`src/rtl/core/pti_pkg.sv`:
```
// Shared types and constants of the periodic trilinear interpolator.
`default_nettype none

package pti_pkg;

    // Sample, coordinate, weight and write-address widths.
    localparam int DATA_W    = 24;
    localparam int COORD_W   = 24;
    localparam int FRAC_W    = 16;
    localparam int WADDR_W   = 15;

    // Configuration port.
    localparam int CFG_W     = 6;
    localparam int CFG_IDX_W = 2;
    localparam logic [CFG_IDX_W-1:0] REG_SIZE_X = 2'd0;
    localparam logic [CFG_IDX_W-1:0] REG_SIZE_Y = 2'd1;
    localparam logic [CFG_IDX_W-1:0] REG_SIZE_Z = 2'd2;
    localparam logic [CFG_W-1:0]     SIZE_RESET = 6'd32;

    // Operation carried on the input tuser.
    localparam logic OP_STORE = 1'b0;
    localparam logic OP_QUERY = 1'b1;

    // Input tdata layout, lowest field first, padded to whole bytes.
    localparam int OFS_WADDR  = 0;
    localparam int OFS_WVALUE = OFS_WADDR + WADDR_W;
    localparam int OFS_CX     = OFS_WVALUE + DATA_W;
    localparam int OFS_CY     = OFS_CX + COORD_W;
    localparam int OFS_CZ     = OFS_CY + COORD_W;
    localparam int IN_TDATA_W = 112;
    localparam int OUT_TDATA_W = 24;

    typedef logic signed [DATA_W-1:0] t_sample;
    typedef logic [FRAC_W-1:0]        t_weight;

    typedef struct packed {
        t_weight w_x;
        t_weight w_y;
        t_weight w_z;
    } t_weights;

    // One corner read on its way through the address pipeline.
    // idx bit 2 selects the upper x neighbor, bit 1 upper y, bit 0 upper z.
    typedef struct packed {
        logic       valid;
        logic       zero;
        logic [2:0] idx;
    } t_corner_ctl;

endpackage

`default_nettype wire

```
`src/rtl/core/pti_blend.sv`:
```
// Linear blend of two samples with a 16-bit weight, rounded toward minus infinity.
`default_nettype none

module pti_blend
    import pti_pkg::*;
(
    input  wire t_sample i_a,
    input  wire t_sample i_b,
    input  wire t_weight i_w,
    output t_sample      o_y
);

    // a*(1-w) + b*w equals a + (b-a)*w, so one multiplier does the step.
    logic signed [DATA_W:0]              diff;
    logic signed [FRAC_W:0]              w_s;
    logic signed [DATA_W+FRAC_W+1:0]     prod;

    assign diff = (DATA_W+1)'(i_b) - (DATA_W+1)'(i_a);
    assign w_s  = $signed({1'b0, i_w});
    assign prod = diff * w_s;
    assign o_y  = i_a + $signed(prod[FRAC_W +: DATA_W]);

endmodule

`default_nettype wire

```
`config.mk`:
```
export PLATFORM = sky130hd
export DESIGN_NAME = pti_blend
export DESIGN_NICKNAME = d
export VERILOG_FILES = /design/src/rtl/core/pti_pkg.sv /design/src/rtl/core/pti_blend.sv
export SDC_FILE = /design/constraint.sdc
export NUM_CORES = 1
export LEC_CHECK = 0
export BUFFER_PORTS_ARGS = -buffer_cell sky130_fd_sc_hd__buf_2
export CORE_UTILIZATION = 55
export DETAILED_ROUTE_END_ITERATION = 10
export PLACE_DENSITY = 0.73
export SLEW_MARGIN = 20
export SYNTH_ARGS = -nofsm -noshare
export SYNTH_HDL_FRONTEND = slang
export SYNTH_SLANG_ARGS = --single-unit
```
`constraint.sdc`:
```
create_clock -name vclk -period 19.24
set_input_delay 1.924 -clock vclk [all_inputs]
set_output_delay 1.924 -clock vclk [all_outputs]
set_load 0.05 [all_outputs]
```
==> results of run 1 <==
==> stage by stage <==
| stage | setup WS [ns] | area (um^2) |
|---|---|---|
| after detailed placement | 5.06 | 17100 |
| after floorplan | 6.18 | 16200 |
| final | 4.89 | 17100 |
| after global placement | 5.25 | 17100 |
| after CTS | 5.02 | 17100 |
| after global routing | 4.29 | 17100 |
==> tightest hold or removal path: stages <==
cell	delay (ns)
buf_2	0.09
ha_1	0.12
buf_2	0.25
==> area by class of cell <==
type / count / area, um^2 / share of cell area
timing repair buffer: 107 / 583 / 0.0341
multi-input combinational: 1339 / 14200 / 0.829
inverter: 498 / 1870 / 0.109
tap: 384 / 480 / 0.0281
==> how the worst max path moves through the flow <==
stage / start / to / slack [ns] / cells after the start
finish: i_a[1] / o_y[22] / 4.89 / 43
global route: i_b[0] / o_y[22] / 4.29 / 44
CTS: i_b[0] / o_y[22] / 5.02 / 44
detailed placement: i_b[0] / o_y[22] / 5.06 / 44
global placement: i_b[0] / o_y[22] / 5.25 / 44
floorplan: i_a[2] / o_y[23] / 6.18 / 40
==> per-layer routing <==
layer,up-vias,part of all wire,global-route usage
li1,5741,-,-
met1,6353,0.41,0.368
met2,429,0.50,0.485
met3,84,0.058,0.0189
met4,0,0.026,0.0705
met5,-,0,0
==> cells by family (layout without fill, tap and decap cells) <==
family,after synthesis,in the layout
multiplexers,1,1
XOR/XNOR,70,70
AND/OR/NAND/NOR,549,549
AO/OA/AOI/OAI,193,193
adder cells (fa/ha/maj),526,526
buffers and inverters,558,605
==> layout by cell type (no fill, tap or decap), types with 4 or more instances in the layout <==
cell        n
a211o_1     4
a211oi_1    9
a21o_1     16
a21oi_1    60
a31oi_1     5
and2_1    159
and3_1     15
buf_2      88
buf_4      19
fa_1      379
ha_1      147
inv_1     498
nand2_1   213
nand2b_1   19
nand3_1    24
nor2_1     43
nor2b_1    28
nor3_1     12
nor3b_1     9
o21a_1     16
o21ai_0    35
o21ai_1    10
o21bai_1    5
or2_2       4
or3b_2      6
xnor2_1    48
xnor2_2     8
xor2_1     14
==> results.toml, run 1 <==
[flow_run]
drv_cap = 0

[placement]
portBuffers = 88
place_congestion = 0.928
hpwl_um = 32200
dp.cells = 2328

[floorplanning]
coreArea_mm2 = 0.0289
start_util = 0.563
fp.dieArea_mm2 = 0.0302
ios = 88
rows = 62
dieHeight_um = 174
die_w_um = 174

[final_layout]
drive_above_1_share = 0.0725
antenna_cells = 0
fill_cells = 2597
post_layout_nonfiller_instances = 2328
area_growth_pct = 5.41
fin_util = 0.593
final.clkbuf_count = 0
seq_area_um2 = 0
design.seq.count = 0
final_nets = 2536

[synth]
netlist_area_mm2 = 0.0162
ys_seq_area_frac = 0
synth_area_per_cell_um2 = 8.56
ys_warn_count = 0
synth_top_area_cell = "fa_1"
synth-adder-area-share = 0.580
synth_top_family_by_area = "adder cells"
synthSimpleGateAreaFrac = 0.172
synthXorXnorAreaFrac = 0.0382
synthMuxAreaShare = 0.000616
synth_area_leaders = "fa_1, inv_1, ha_1"
syn_nets = 2487
synthTopCellsByCount = "inv_1, fa_1, nand2_1, and2_1, ha_1"
synth_top_area_share = 0.467
postSynthCellCount = 1897
synth-compound-area-share = 0.0785
ys_types = 70
yosysMostFrequentCell = "inv_1"

[setup_path]
slowest_delay_ns = 0.55
arrival_ns = 12.43
path_delay_family = "compound AO/OA/AOI/OAI gates"
worst_ep_required_time_ns = 17.32
start_kind = "primary input"
cp_common_cell = "fa_1"
worstSetupEndpointType = "output port"
critPathMaxFanout = 16
slowest_stage = "a2111oi_2"
critPathKind = "primary input to output port"
worst-path-buf-inv = 8

[routing]
wl_um = 39700
vias_per_cell = 5.42
vias = 12600
drc = 0
first_iter_violations = 632
first_pass_iters = 5
ant_nets = 0
avgRoutedWirePerCell_um = 17.0

[sta]
tns_ns = 0
period_needed_ns = 14.35
slew_viol_final = 0
worst_hold_slack_ns = 4.31
setup_viol = 0
tightest_slew_ns = 0.983
maxSlewHeadroom = 0.341
hold_viol = 0
rsz0062_at_grt = "false"
finalCritPeriodShare = 0.746
clock.fmax_mhz = 69.7

[outcome]
status = "finished clean"

[grt]
grt_max_degree = 27
grt_usage = 0.275
grt_overflow_total = 0
grt_pass1_vias = 13400
antenna_found_initial = 0
grt_pass1_wl_um = 66400

[worst_hold_path]
hold_start = "i_a[0]"
min_path_type = "primary input to output port"
whs_endpoint = "o_y[0]"
whs_path_depth = 3

[clock_tree]
ctsHoldBuffers = 0
ctsResizeCount = 0
post-cts-setup-buffers = 0
Power of run 1 is not shown: default switching activity piles up to over one toggle a cycle in this logic, so the estimate is an artifact.
==> inputs of run 2 (changes only) <==
Settings changed: ABC_AREA set to 1, PLACE_DENSITY 0.73 to 0.76.
Clock period 19.24 ns to 13.15 ns, I/O delays scaled along.
==> run 2 against run 1 <==
Count of clock-buffer cells in the layout unchanged. Worst setup slack got worse by 4.2 ns. Via count grew 14%. Sequential share of layout area did not move. Wire length up 23%. Sequential cell count is the same. Cell count is 14% higher. Synthesized cell count up 16%. Highest routed layer is now met5.
==> results.toml, run 2 <==
[worst_hold_path]
min_path_type = "primary input to output port"
hold_start = "i_a[0]"
whs_path_depth = 3
whs_endpoint = "o_y[0]"

[grt]
grt_usage = 0.328
grt_overflow_total = 0
grt_pass1_vias = 15000
grt_max_degree = 26
grt_pass1_wl_um = 78700
antenna_found_initial = 3

[sta]
clock.fmax_mhz = 80.4
slew_viol_final = 0
finalCritPeriodShare = 0.945
rsz0062_at_grt = "false"
period_needed_ns = 12.43
tightest_slew_ns = 1.06
hold_viol = 0
setup_viol = 0
tns_ns = 0
maxSlewHeadroom = 0.291

[synth]
synthSimpleGateAreaFrac = 0.188
yosysMostFrequentCell = "inv_1"
synth-adder-area-share = 0.565
synthXorXnorAreaFrac = 0.0339
postSynthCellCount = 2201
syn_nets = 2791
netlist_area_mm2 = 0.0167
synth_top_area_cell = "fa_1"
ys_seq_area_frac = 0
synthMuxAreaShare = 0
ys_warn_count = 0
synth-compound-area-share = 0.0646
synth_area_per_cell_um2 = 7.58
synth_area_leaders = "fa_1, inv_1, ha_1"
ys_types = 41
synthTopCellsByCount = "inv_1, fa_1, nand2_1, nor2_1, ha_1"
synth_top_area_share = 0.455
synth_top_family_by_area = "adder cells"

[setup_path]
arrival_ns = 11.12
slowest_stage = "xor2_1"
critPathKind = "primary input to output port"
critPathMaxFanout = 6
start_kind = "primary input"
worstSetupEndpointType = "output port"
cp_common_cell = "fa_1"
slowest_delay_ns = 0.84
worst_ep_required_time_ns = 11.84
worst-path-buf-inv = 7
path_delay_family = "adder cells"

[routing]
first_iter_violations = 1097
first_pass_iters = 6
drc = 0
avgRoutedWirePerCell_um = 18.3
ant_nets = 0
vias_per_cell = 5.42
vias = 14400
wl_um = 48600

[final_layout]
drive_above_1_share = 0.0655
final.clkbuf_count = 0
layout_common_cells = "inv_1, fa_1, nand2_1"
design.seq.count = 0
final_nets = 2853
seq_area_um2 = 0
final_common_cell = "inv_1"
fill_cells = 2780
area_growth_pct = 5.31

[floorplanning]
ios = 88
die_w_um = 176
dieHeight_um = 176
start_util = 0.561
fp.dieArea_mm2 = 0.0310
coreArea_mm2 = 0.0297
rows = 63

[clock_tree]
ctsHoldBuffers = 0
ctsResizeCount = 0
post-cts-setup-buffers = 0

[placement]
place_congestion = 0.965
portBuffers = 88
hpwl_um = 43000

[flow_run]
drv_cap = 0

[outcome]
status = "finished clean"
## run 2: worst max path at each step
stage | depth (start not counted) | slack, ns | to | from
floorplan | 41 | 2.26 | o_y[20] | i_b[0]
global placement | 43 | 0.98 | o_y[23] | i_a[2]
detailed placement | 39 | 0.96 | o_y[23] | i_a[6]
CTS | 39 | 0.92 | o_y[23] | i_a[6]
global route | 41 | 0.21 | o_y[23] | i_a[6]
finish | 39 | 0.72 | o_y[23] | i_a[6]
## run 2: cell families (layout without fill, tap and decap cells)
group                      Yosys count  count (layout)
and+or+nand+nor                    767             767
buffers and inverters              656             716
xor gates and xnor gates            62              62
adders and majority gates          526             526
AOI/OAI and AO/OA                  190             190
other                                0               5
## run 2: cell type report
type | instances | area, um^2 | area share
multi-input cells | 1545 | 14200 | 0.809
diodes | 5 | 12.5 | 0.000712
inverters | 612 | 2300 | 0.131
repair buffers | 104 | 561 | 0.0319
well taps | 390 | 488 | 0.0278
## run 2: metrics by stage
step            util  instance area (um^2)  setup WS (ns)  std cells  hold slack [ns]
2_1_floorplan      -                 16700           2.26       2201             3.01
3_3_place_gp   0.591                 17600          0.982       2651             3.10
3_5_place_dp   0.591                 17600          0.957       2651             3.09
4_1_cts        0.591                 17600          0.916       2651             3.09
5_1_grt        0.591                 17600          0.207       2651             3.10
6_report       0.591                 17600          0.717       2656             3.09
## run 2: worst min-delay path: stages
cell and delay, ns:
buf_2 0.10, ha_1 0.12, buf_2 0.25
## run 2: metal layers
layer / part of all wire / track usage
met2: 0.50 / 0.568
met3: 0.071 / 0.0444
met1: 0.40 / 0.426
met5: 0.0012 / 0
met4: 0.034 / 0.101
