### src/rtl/core/pti_pkg.sv
// Shared types and constants of the periodic trilinear interpolator.
`default_nettype none

package pti_pkg;

    // Sample, coordinate, weight and write-address widths.
    localparam int DATA_W    = 24;
    localparam int COORD_W   = 24;
    localparam int FRAC_W    = 16;
    localparam int WADDR_W   = 15;

    // Configuration port.
    localparam int CFG_W     = 6;
    localparam int CFG_IDX_W = 2;
    localparam logic [CFG_IDX_W-1:0] REG_SIZE_X = 2'd0;
    localparam logic [CFG_IDX_W-1:0] REG_SIZE_Y = 2'd1;
    localparam logic [CFG_IDX_W-1:0] REG_SIZE_Z = 2'd2;
    localparam logic [CFG_W-1:0]     SIZE_RESET = 6'd32;

    // Operation carried on the input tuser.
    localparam logic OP_STORE = 1'b0;
    localparam logic OP_QUERY = 1'b1;

    // Input tdata layout, lowest field first, padded to whole bytes.
    localparam int OFS_WADDR  = 0;
    localparam int OFS_WVALUE = OFS_WADDR + WADDR_W;
    localparam int OFS_CX     = OFS_WVALUE + DATA_W;
    localparam int OFS_CY     = OFS_CX + COORD_W;
    localparam int OFS_CZ     = OFS_CY + COORD_W;
    localparam int IN_TDATA_W = 112;
    localparam int OUT_TDATA_W = 24;

    typedef logic signed [DATA_W-1:0] t_sample;
    typedef logic [FRAC_W-1:0]        t_weight;

    typedef struct packed {
        t_weight w_x;
        t_weight w_y;
        t_weight w_z;
    } t_weights;

    // One corner read on its way through the address pipeline.
    // idx bit 2 selects the upper x neighbor, bit 1 upper y, bit 0 upper z.
    typedef struct packed {
        logic       valid;
        logic       zero;
        logic [2:0] idx;
    } t_corner_ctl;

endpackage

`default_nettype wire

### src/rtl/core/pti_corner.sv
// Axis split and the corner address pipeline that walks the eight grid corners.
`default_nettype none

module pti_corner
    import pti_pkg::*;
#(
    parameter int MAX_SIDE    = 32,
    parameter int GRID_POINTS = 32768,
    parameter int SW          = 6,
    parameter int AW          = 15
) (
    input  wire logic              i_clk,
    input  wire logic              i_rst_n,
    input  wire logic              i_load,
    input  wire logic [FRAC_W-1:0] i_frac_x,
    input  wire logic [FRAC_W-1:0] i_frac_y,
    input  wire logic [FRAC_W-1:0] i_frac_z,
    input  wire logic [SW-1:0]     i_nx,
    input  wire logic [SW-1:0]     i_ny,
    input  wire logic [SW-1:0]     i_nz,
    output t_weights               o_wts,
    output t_corner_ctl            o_ctl,
    output logic [AW-1:0]          o_addr
);

    localparam int AX_X = 0;
    localparam int AX_Y = 1;
    localparam int AX_Z = 2;
    localparam int PW   = FRAC_W + SW;
    localparam int TW   = $clog2(MAX_SIDE * MAX_SIDE);
    localparam int S2W  = SW + TW + 1;
    localparam int XW   = (S2W > AW) ? S2W : AW;

    logic [FRAC_W-1:0] frac [3];
    logic [SW-1:0]     n    [3];
    logic [PW-1:0]     p    [3];
    logic [SW:0]       inc  [3];

    logic [SW-1:0]     r_lo [3];
    logic [SW-1:0]     r_hi [3];
    t_weight           r_w  [3];

    logic              r_issue;
    logic [2:0]        r_cnt;

    logic [SW-1:0]     ix;
    logic [SW-1:0]     iy;
    logic [SW-1:0]     iz;
    logic [2*SW-1:0]   prod1;
    logic [2*SW:0]     sum1;

    logic              r_v1;
    logic [2:0]        r_idx1;
    logic [TW-1:0]     r_t;
    logic [SW-1:0]     r_iz1;

    logic [SW+TW-1:0]  prod2;
    logic [S2W-1:0]    sum2;
    logic [XW-1:0]     sum2_x;

    logic              r_v2;
    logic              r_zero2;
    logic [2:0]        r_idx2;
    logic [AW-1:0]     r_addr;

    assign frac[AX_X] = i_frac_x;
    assign frac[AX_Y] = i_frac_y;
    assign frac[AX_Z] = i_frac_z;
    assign n[AX_X]    = i_nx;
    assign n[AX_Y]    = i_ny;
    assign n[AX_Z]    = i_nz;

    // The fraction times the axis size: upper bits give the cell, lower bits the weight.
    for (genvar a = 0; a < 3; a++) begin : g_axis
        assign p[a]   = PW'(frac[a]) * PW'(n[a]);
        assign inc[a] = (SW+1)'(p[a][FRAC_W +: SW]) + (SW+1)'(1);
    end

    always_ff @(posedge i_clk) begin
        if (i_load) begin
            for (int a = 0; a < 3; a++) begin
                r_lo[a] <= p[a][FRAC_W +: SW];
                r_w[a]  <= p[a][FRAC_W-1:0];
                r_hi[a] <= (inc[a] >= {1'b0, n[a]}) ? '0 : inc[a][SW-1:0];
            end
        end
    end

    assign o_wts = '{w_x: r_w[AX_X], w_y: r_w[AX_Y], w_z: r_w[AX_Z]};

    // Corner counter: one corner enters the pipeline each cycle.
    always_ff @(posedge i_clk) begin
        if (!i_rst_n) begin
            r_issue <= 1'b0;
            r_cnt   <= '0;
        end else if (i_load) begin
            r_issue <= 1'b1;
            r_cnt   <= '0;
        end else if (r_issue) begin
            r_cnt <= r_cnt + 3'd1;
            if (r_cnt == 3'd7) begin
                r_issue <= 1'b0;
            end
        end
    end

    // Stage one: row index y + ny*x.
    assign ix    = r_cnt[2] ? r_hi[AX_X] : r_lo[AX_X];
    assign iy    = r_cnt[1] ? r_hi[AX_Y] : r_lo[AX_Y];
    assign iz    = r_cnt[0] ? r_hi[AX_Z] : r_lo[AX_Z];
    assign prod1 = i_ny * ix;
    assign sum1  = (2*SW+1)'(prod1) + (2*SW+1)'(iy);

    always_ff @(posedge i_clk) begin
        if (!i_rst_n) begin
            r_v1 <= 1'b0;
        end else begin
            r_v1 <= r_issue;
        end
    end

    always_ff @(posedge i_clk) begin
        r_idx1 <= r_cnt;
        r_t    <= sum1[TW-1:0];
        r_iz1  <= iz;
    end

    // Stage two: linear index z + nz*row and the range check.
    assign prod2  = (SW+TW)'(i_nz) * (SW+TW)'(r_t);
    assign sum2   = S2W'(prod2) + S2W'(r_iz1);
    assign sum2_x = XW'(sum2);

    always_ff @(posedge i_clk) begin
        if (!i_rst_n) begin
            r_v2 <= 1'b0;
        end else begin
            r_v2 <= r_v1;
        end
    end

    always_ff @(posedge i_clk) begin
        r_idx2  <= r_idx1;
        r_zero2 <= 32'(sum2) >= 32'(GRID_POINTS);
        r_addr  <= sum2_x[AW-1:0];
    end

    assign o_ctl  = '{valid: r_v2, zero: r_zero2, idx: r_idx2};
    assign o_addr = r_addr;

endmodule

`default_nettype wire

### config.mk
export PLATFORM = sky130hd
export DESIGN_NAME = pti_corner
export DESIGN_NICKNAME = d
export VERILOG_FILES = /design/src/rtl/core/pti_pkg.sv /design/src/rtl/core/pti_corner.sv
export SDC_FILE = /design/constraint.sdc
export NUM_CORES = 1
export LEC_CHECK = 0
export BUFFER_PORTS_ARGS = -buffer_cell sky130_fd_sc_hd__buf_2
export CORE_UTILIZATION = 63
export DETAILED_ROUTE_END_ITERATION = 10
export HOLD_SLACK_MARGIN = 0.02
export MAX_ROUTING_LAYER = met4
export PLACE_DENSITY = 0.83
export SKIP_CTS_REPAIR_TIMING = 1
export SLEW_MARGIN = 20
export SYNTH_ARGS = -nofsm -noshare
export SYNTH_HDL_FRONTEND = slang
export SYNTH_SLANG_ARGS = --single-unit
### constraint.sdc
create_clock -name i_clk -period 8.3 [get_ports i_clk]
set_input_delay 0.83 -clock i_clk [delete_from_list [all_inputs] [get_ports i_clk]]
set_output_delay 0.83 -clock i_clk [all_outputs]
set_load 0.05 [all_outputs]
==> flow_results.org, run 1 <==
** Status
- The flow ran to the end, and the final reports show no timing, DRC or antenna violations.

** Cells and area
- The count of cells in the finished layout, fillers not included, comes to 2273.
- In the final layout, the share of cells above drive strength 1 is 10.1%.
- Number of filler instances in the final layout :: 1953
- Number of nets in the layout :: 2397
- From synthesis to final layout, the design area changed by 8.83%.

** STA
- Final TNS setup :: 0 ns
- The worst pin sits at a relative slew slack of 26.5%.
- Unrepaired setup endpoints after global routing :: no
- The smallest clock period supported by the final layout is computed as 6.38 ns.
- Number of hold violations in the final report :: 0
- At the pin with the least slew margin, the transition time is 1.10 ns.
- The final critical path takes up 76.8% of the cycle.
- Setup skew after layout :: 0.00669 ns
- Highest attainable clock frequency :: 0.157 GHz
- Setup violations remaining at the end of the flow were counted as 0.
- Count of final max-slew check failures :: 0

** Routing
- Final WL :: 36200 µm
- The pre-antenna-repair detailed-routing pass consisted of 5 iterations.
- For this run, design rule violations remaining after detail routing come to 0.
- Antenna-violating nets left :: 0
- Dividing the detail-routed via count by the number of cells gives 5.61.
- The first routing iteration left 832 violations.
- Via total after detailed routing :: 12700
- Dividing the detail-routed wire length by the instance count gives 15.9 µm.

** Clocking
- Counting along the longest clock path gives a buffer depth of 2.
- CTS Buf Count :: 17
- Clock-pin slew was measured on the worst setup and hold paths at 0.06 ns.
- At the later pin of the worst-skew pair, clock insertion delay measures 0.43 ns.
- Number of levels the H-tree was split into :: 4
- TritonCTS clock tree :: done
- Clock tree synthesis found a total of 128 sinks.
- The tree is rooted in a clkbuf_16.

** Yosys
- Averaged over all synthesized cells, the footprint is 9.45 µm².
- In this run the cell area of the synthesized design comes to 17100 µm².
- After technology mapping, the gate count stands at 1812.
- The largest total area in the synthesized netlist belongs to fa_1.
- Nets in the synthesized netlist :: 2285
- After synthesis, the cell types taking the most area are fa_1 26%, edfxtp_1 15%, ha_1 13%.
- The share of synthesized area in the top cell type comes to 26.4%.
- Portion of the post-synthesis area used by sequential elements :: 19.9%
- Counting flops with a built-in enable in the synthesized netlist gives 84.
- After synthesis, the netlist uses 69 different library cells.
- After synthesis the netlist holds a flip-flop and latch count of 128.
- Warning count from the yosys run :: 0
- Main synth FF type :: edfxtp_1
- Async SR Flop Fraction :: 0%

** Hold path
- The worst hold path belongs to the class flop to flop.
- Worst Hold Path Cells :: 0
- Worst Hold Path EP :: r_idx2[0]
- In this run the most critical hold path is launched from r_idx1[0].

** Floorplanning
- Width of the chip :: 167 µm
- The floorplan step defined a die boundary enclosing 27900 µm².
- Number of placed I/O pins :: 137
- Placeable Area :: 26400 µm²
- The initial utilization of the core area, before any placement, comes to 65.0%.
- Row Count :: 59
- Die outline height :: 167 µm

** Worst setup path
- Worst Reg-to-Reg Cells :: 15
- Terminus of the critical flop-to-flop path :: r_zero2
- Of all nets on the critical path, the largest fanout is 27.
- STA puts the critical path data arrival time at 6.53 ns.
- Sort of element at the end of the critical path :: flop
- Startpoint of the most critical register-to-register path :: r_t[3]
- Across all register-to-register paths, the minimum setup slack is 3.60 ns.
- Crit start category :: input pin
- Data on the critical path is required at its endpoint by 8.45 ns.
- In this run the worst setup path begins at i_nz[2].
- Worst setup path category :: input pin to flop

** Placed design
- Count of input and output buffers :: 136
- Counting tap cells, the placed design contains a total of 2240 instances.
- At the end of routability-driven placement, the weighted congestion stood at 0.912.
- Detailed placement finished with a half-perimeter wire length of 27700 µm.

** Run
- Number of maximum-capacitance constraint violations :: 0

** Global route
- Wire length of the first global-routing pass :: 62100 µm
- Via count of the first global-routing pass :: 13400
- Total track usage :: 28.4%
- Number of antenna violations at the first check in global routing :: 1
- Summed over all layers, the global routing overflow is 0.
- Entering global routing, the biggest net connects 84 pins.

** Power and ir drop
- Max IR drop VDD :: 338 µV
- Overall power consumption after layout is estimated at 8.11 mW.
- For this design the static power due to leakage is 9.30 nW.
- Pwr per Cell Area :: 435 nW/µm²
==> area by class of cell <==
cell class                 instances  area, µm²  area share (%)
antenna                            1       2.50          0.0134
inverter                         344       1290            6.93
timing repair buffer             137        691            3.70
clock buffer                      21        493            2.64
tap                              335        419            2.25
multi-input combinational       1296      12300            65.8
sequential                       128       3400            18.3
clock inverter                    11       81.3           0.436
==> where the power goes <==
part           leakage [nW]  total (mW)  internal (mW)  switching, mW
sequential             1.19        1.24           1.14          0.107
combinational          7.84        6.14           2.53           3.61
clock                 0.275       0.726          0.425          0.301
total                  9.30        8.11           4.09           4.02
==> cells in the final DEF (no fill, tap or decap), drive strengths merged, types with 21 or more instances in the layout <==
cell type / n
a21oi: 66
nand3: 22
xnor2: 55
and2: 289
clkbuf: 21
a21o: 28
inv: 344
fa: 226
buf: 137
ha: 178
nor2: 66
edfxtp: 84
dfxtp: 44
nand2: 114
o21ai: 34
==> critical path, cell delays in order <==
cell and delay [ns]:
buf_2 0.41, and2_1 0.25, fa_1 0.48, fa_1 0.56, inv_1 0.06, fa_1 0.48
inv_1 0.05, ha_1 0.22, nor4_1 0.33, a21oi_2 0.09, a31oi_4 0.28, o21ai_0 0.16
xnor2_1 0.53, ha_1 0.37, nor4bb_1 0.40, xnor2_1 0.14, ha_1 0.29, o21ai_0 0.09
a21oi_1 0.22, a41o_1 0.20, nor2_1 0.07
==> flip-flops by register name (all words and copies together) (netlist names) <==
name and count:
r_idx2 3, r_v1 1, r_iz1 6, r_hi 18
r_cnt 3, r_issue 1, r_lo 18, r_w 48
r_zero2 1, r_idx1 3, o_addr 15, r_t 10
r_v2 1
==> metal layers <==
metal	wire, µm	GRT usage, %	share of wire [%]	up-vias
met2	18600	49.9	51	370
met3	1570	3.04	4.3	69
met5	0	-	0	-
met1	15200	33.9	42	6320
met4	920	9.94	2.5	0
li1	-	-	-	5987
==> logic make-up (layout without fill, tap and decap cells) <==
logic type               count (synthesis)  after routing  synth area share (%)
XOR/XNOR                                75             75                  3.83
adder cells (fa/ha/maj)                404            404                  39.4
AND/OR/NAND/NOR                        582            582                  18.6
other                                    0              1                     0
buffers and inverters                  388            513                  8.55
flip-flops                             128            128                  19.9
AO/OA/AOI/OAI                          212            212                  8.33
multiplexers                            23             23                  1.44
==> metrics by stage <==
step	worst slack, ns	hold WS [ns]	instance area [µm²]	utilization [%]
after floorplan	2.17	0.310	17100	-
after global placement	1.79	0.314	18100	68.6
after detailed placement	1.65	0.314	18100	68.6
after CTS	1.99	0.330	18600	70.7
after global routing	1.55	0.334	18600	70.7
final	1.92	0.328	18600	70.7
==> worst max path at each step <==
stage | end | cells past startpoint
6_report | r_hi[0][12] | 21
5_1_grt | r_hi[0][12] | 21
4_1_cts | r_hi[0][12] | 21
3_5_place_dp | r_hi[0][12] | 21
3_3_place_gp | r_hi[0][11] | 22
2_1_floorplan | r_hi[0][5] | 23
==> cell usage after synthesis, types with 3 or more instances <==
master and instances:
o31ai_1 3, o211ai_1 8, a21o_1 28, xnor2_1 55, and2_1 289, fa_1 226
nand3_1 21, nor3_1 17, o21ai_1 8, edfxtp_1 84, dfxtp_1 44, ha_1 178
nor2b_1 19, o21ai_0 25, nand4_1 6, nand2_1 114, and3_1 7, o2111ai_1 4
mux2i_1 10, a31oi_1 6, inv_1 343, clkbuf_1 41, nor4_1 5, or3_1 3
o21bai_1 12, nor2_1 66, o21a_1 13, a21oi_1 65, a211oi_1 12, xor2_1 20
or2_2 3, nand2b_1 19, mux2_2 13
Note: power is estimated with default switching activity, not from simulation.
==> run 2: changes to the inputs <==
--- a/config.mk
+++ b/config.mk
@@ -6,11 +6,11 @@
 export NUM_CORES = 1
 export LEC_CHECK = 0
 export BUFFER_PORTS_ARGS = -buffer_cell sky130_fd_sc_hd__buf_2
-export CORE_UTILIZATION = 63
+export CORE_UTILIZATION = 57
 export DETAILED_ROUTE_END_ITERATION = 10
 export HOLD_SLACK_MARGIN = 0.02
 export MAX_ROUTING_LAYER = met4
-export PLACE_DENSITY = 0.83
+export PLACE_DENSITY = 0.79
 export SKIP_CTS_REPAIR_TIMING = 1
 export SLEW_MARGIN = 20
 export SYNTH_ARGS = -nofsm -noshare
==> constraint.sdc (replaced) <==
create_clock -name i_clk -period 5.4 [get_ports i_clk]
set_input_delay 0.54 -clock i_clk [delete_from_list [all_inputs] [get_ports i_clk]]
set_output_delay 0.54 -clock i_clk [all_outputs]
set_load 0.05 [all_outputs]
==> run 2 against run 1 <==
Effect of this change:
- non-clock buffer count increased by 236
- clock power increased by 46%
- sequential power increased by 54%
- utilization increased by 1.2 points
- critical path type unchanged
- highest routed layer unchanged
- critical path depth increased by 3
- sequential share of layout area decreased by 2.3 points
- worst hold slack got worse by 0.0020 ns
- first-iteration DRC count decreased by 20%
- largest power group unchanged
==> flow_results.org, run 2 (same netlist as run 1, synthesis figures left out) <==
** Routing
- Antenna-violating nets left :: 0 (unchanged)
- The number of vias per cell was 5.27 (-6.1%).
- The iteration count of the initial detailed-routing pass was 5 (unchanged).
- The number of DRC violations after detailed-routing iteration 0 is 667 (-20%).
- Final WL :: 38400 µm (+6.0%)
- Via total after detailed routing :: 13500 (+5.9%)
- The number of remaining DRC errors came to 0 (unchanged).
- Post-DR wirelength/cell :: 15.0 µm (-6.0%)

** STA
- Worst Max-Slew Pin Slew :: 0.830 ns (-0.273 ns)
- The final clock skew is 0.00937 ns (+0.00268 ns).
- The headroom to the max-slew limit is 44.7% (+18 points).
- The final worst slack came to 0.0125 ns (-1.91 ns).
- The number of pins with negative max-slew slack in the final report came to 0 (unchanged).
- The routed design could run at a clock period as short as 5.39 ns.
- Based on the critical path, the design can be clocked at up to 0.186 GHz.
- Dividing the final minimum period by the clock period gives 99.8%.
- Final setup violation count :: 0 (unchanged)
- Number of hold violations in the final report :: 0 (unchanged)
- Setup repair after global routing could not meet its margin everywhere.

** Placed design
- Count of input and output buffers :: 136 (unchanged)
- The instance area at placement is 20000 µm² (+11%).
- The worst slack at placement came to -0.522 ns (-2.17 ns).
- GPL Wtd Cong :: 0.897 (-1.6%)
- HPWL reported at the end of detailed placement :: 30000 µm (+8.1%)

** Clocking
- TritonCTS clock tree :: done
- The buffer levels on the longest clock path is 2 (unchanged).
- The tree is rooted in a clkbuf_16.
- The total clock buffers created by CTS was 17 (unchanged).
- The register clock-pin slew on the reported worst setup and hold paths came to 0.06 ns (about the same).
- Number of levels the H-tree was split into :: 4 (unchanged)
- The clock latency at the later pin of the worst-skew pair is 0.43 ns (about the same).
- The total clock sinks was 128 (unchanged).

** Hold path
- The worst hold path begins at r_idx1[1].
- Hold Path Class :: flop to flop

** Power and ir drop
- Part of the power in combinational logic :: 79.1% (+3.4 points)
- The leakage power total was 10.6 nW (+14%).
- Internal power contribution :: 7.56 mW (+85%)
- Clock group share of total power :: 7.5% (-1.5 points)
- Sequential cell fraction of total power :: 13.4% (-1.9 points)
- Pwr per Cell Area :: 669 nW/µm² (+54%)
- The switching power total was 6.70 mW (+67%).
- The highest ir drop seen on vdd is 582 µV (+72%).
- The switching part of the total came to 47.0% (-2.6 points).

** Cells and area
- Summed area of non-filler cells in the final layout :: 21300 µm² (+14%)
- The largest registers in the layout are r_w: 48 flops, r_hi: 18 flops, r_lo: 18 flops.
- Number of nets in the layout :: 2633 (+9.8%)
- Share of cells above drive strength 1 :: 25.5% (+15 points)
- The area growth from synthesis to layout is 24.4%.
- Largest register by flop count :: r_w
- Flip-flop count of the largest register after layout :: 48 (unchanged)
- Most common cell after layout, fill and taps aside :: inv_1
- The antenna diode count came to 0 (-1).
- The library cells used most frequently in the layout, excluding fill and tap cells, are 331 x inv_1, 270 x and2_1, 237 x buf_4.

** Floorplanning
- Row Count :: 63 (+6.8%)
- The die boundary height came to 175 µm (+5.1%).
- The number of top-level pins was 137 (unchanged).
- Width of the chip :: 175 µm (+5.1%)
- Initial Util :: 57.8% (-7.2 points)
- The area of the core is 29600 µm² (+12%).
- The die area was 30800 µm² (+10%).

** Status
- The flow ran to the end, and the final reports show no timing, DRC or antenna violations.

** Worst setup path
- CP Max Fanout :: 14 (-48%)
- Required time at the worst-slack endpoint :: 5.68 ns (-2.77 ns)
- Crit. Startpoint :: i_nz[0]
- Startpoint of the most critical register-to-register path :: r_cnt[2]
- The worst setup path is launched from an input pin.
- By startpoint and endpoint, the worst setup path is classified as input pin to flop.
- Data arrival time of the critical path :: 5.67 ns (-0.86 ns)
- The worst setup path is captured at a flop.

** Global route
- The pin count of the biggest net entering global routing was 64 (-24%).
- Wire length of the first global-routing pass :: 61000 µm (-1.7%)
- The initial antenna violation count was 0 (-1).
- The global routing usage summed across all routing layers is 25.2% (-3.3 points).
- The aggregate global routing overflow was 0 (unchanged).
- Via count of the first global-routing pass :: 13500 (+1.2%)

** Run
- Number of maximum-capacitance constraint violations :: 0 (unchanged)
-- run 2: changes by cell type in the layout (fill, tap and decap cells not counted), sizes merged --
cell and delta:
buf +228, diode -1, clkbuf +4, inv +5, clkinv -1
-- run 2: worst paths after layout --
check / depth (start not counted) / slack (ns) / end
max: 24 / 0.01 / r_hi[0][12]
min reg2reg: 0 / 0.33 / r_idx2[1]
min: 0 / 0.33 / r_idx2[1]
max reg2reg: 15 / 0.81 / r_t[9]
-- run 2: per-layer routing --
layer	track usage, %	wire (µm)	vias up	share of wire [%]
li1	-	-	6452	-
met5	-	0	-	0
met4	7.17	728	0	1.9
met1	30.6	16200	6637	42
met2	44.3	20100	335	52
met3	2.51	1410	73	3.7
-- run 2: power groups by stage --
stage | clock network [mW] | registers (mW) | logic, mW
after floorplan | 0 | 2.63 | 6.86
after global placement | 0 | 1.92 | 9.97
after detailed placement | 0 | 1.93 | 10.4
after CTS | 1.08 | 1.91 | 10.5
after global routing | 1.12 | 1.95 | 12.5
final | 1.06 | 1.91 | 11.3
-- run 2: layout make-up --
type / instances / area, µm²
clock buffer: 17 / 425
tap: 390 / 488
timing repair buffer: 373 / 2560
inverter: 344 / 1290
sequential: 128 / 3400
multi-input combinational: 1296 / 13000
fill: 2069 / 8320
clock inverter: 15 / 111
-- run 2: per-stage QoR --
stage	instances	utilization [%]	total power, mW	setup TNS (ns)	hold slack, ns
floorplan	1812	-	9.48	-1.05	0.310
global placement	2513	67.6	11.9	-6.00	0.314
detailed placement	2513	67.6	12.3	-8.06	0.314
CTS	2545	69.4	13.5	-0.610	0.326
global route	2563	71.9	15.6	-2.50	0.327
finish	2563	71.9	14.3	0	0.326
-- run 2: critical path: stages --
cell and delay (ns):
clkbuf_4 0.18, buf_4 0.16, and2_1 0.15, fa_1 0.49
ha_1 0.30, ha_1 0.28, ha_1 0.17, inv_1 0.07
fa_1 0.45, nand2b_1 0.19, a21oi_2 0.23, o2111ai_2 0.20
a31oi_1 0.25, xor2_1 0.20, buf_4 0.16, buf_4 0.11
nand3_4 0.08, or4_4 0.56, nand2_1 0.09, ha_1 0.23
nor2_2 0.12, a21oi_2 0.05, a41o_1 0.25, nor2_1 0.11
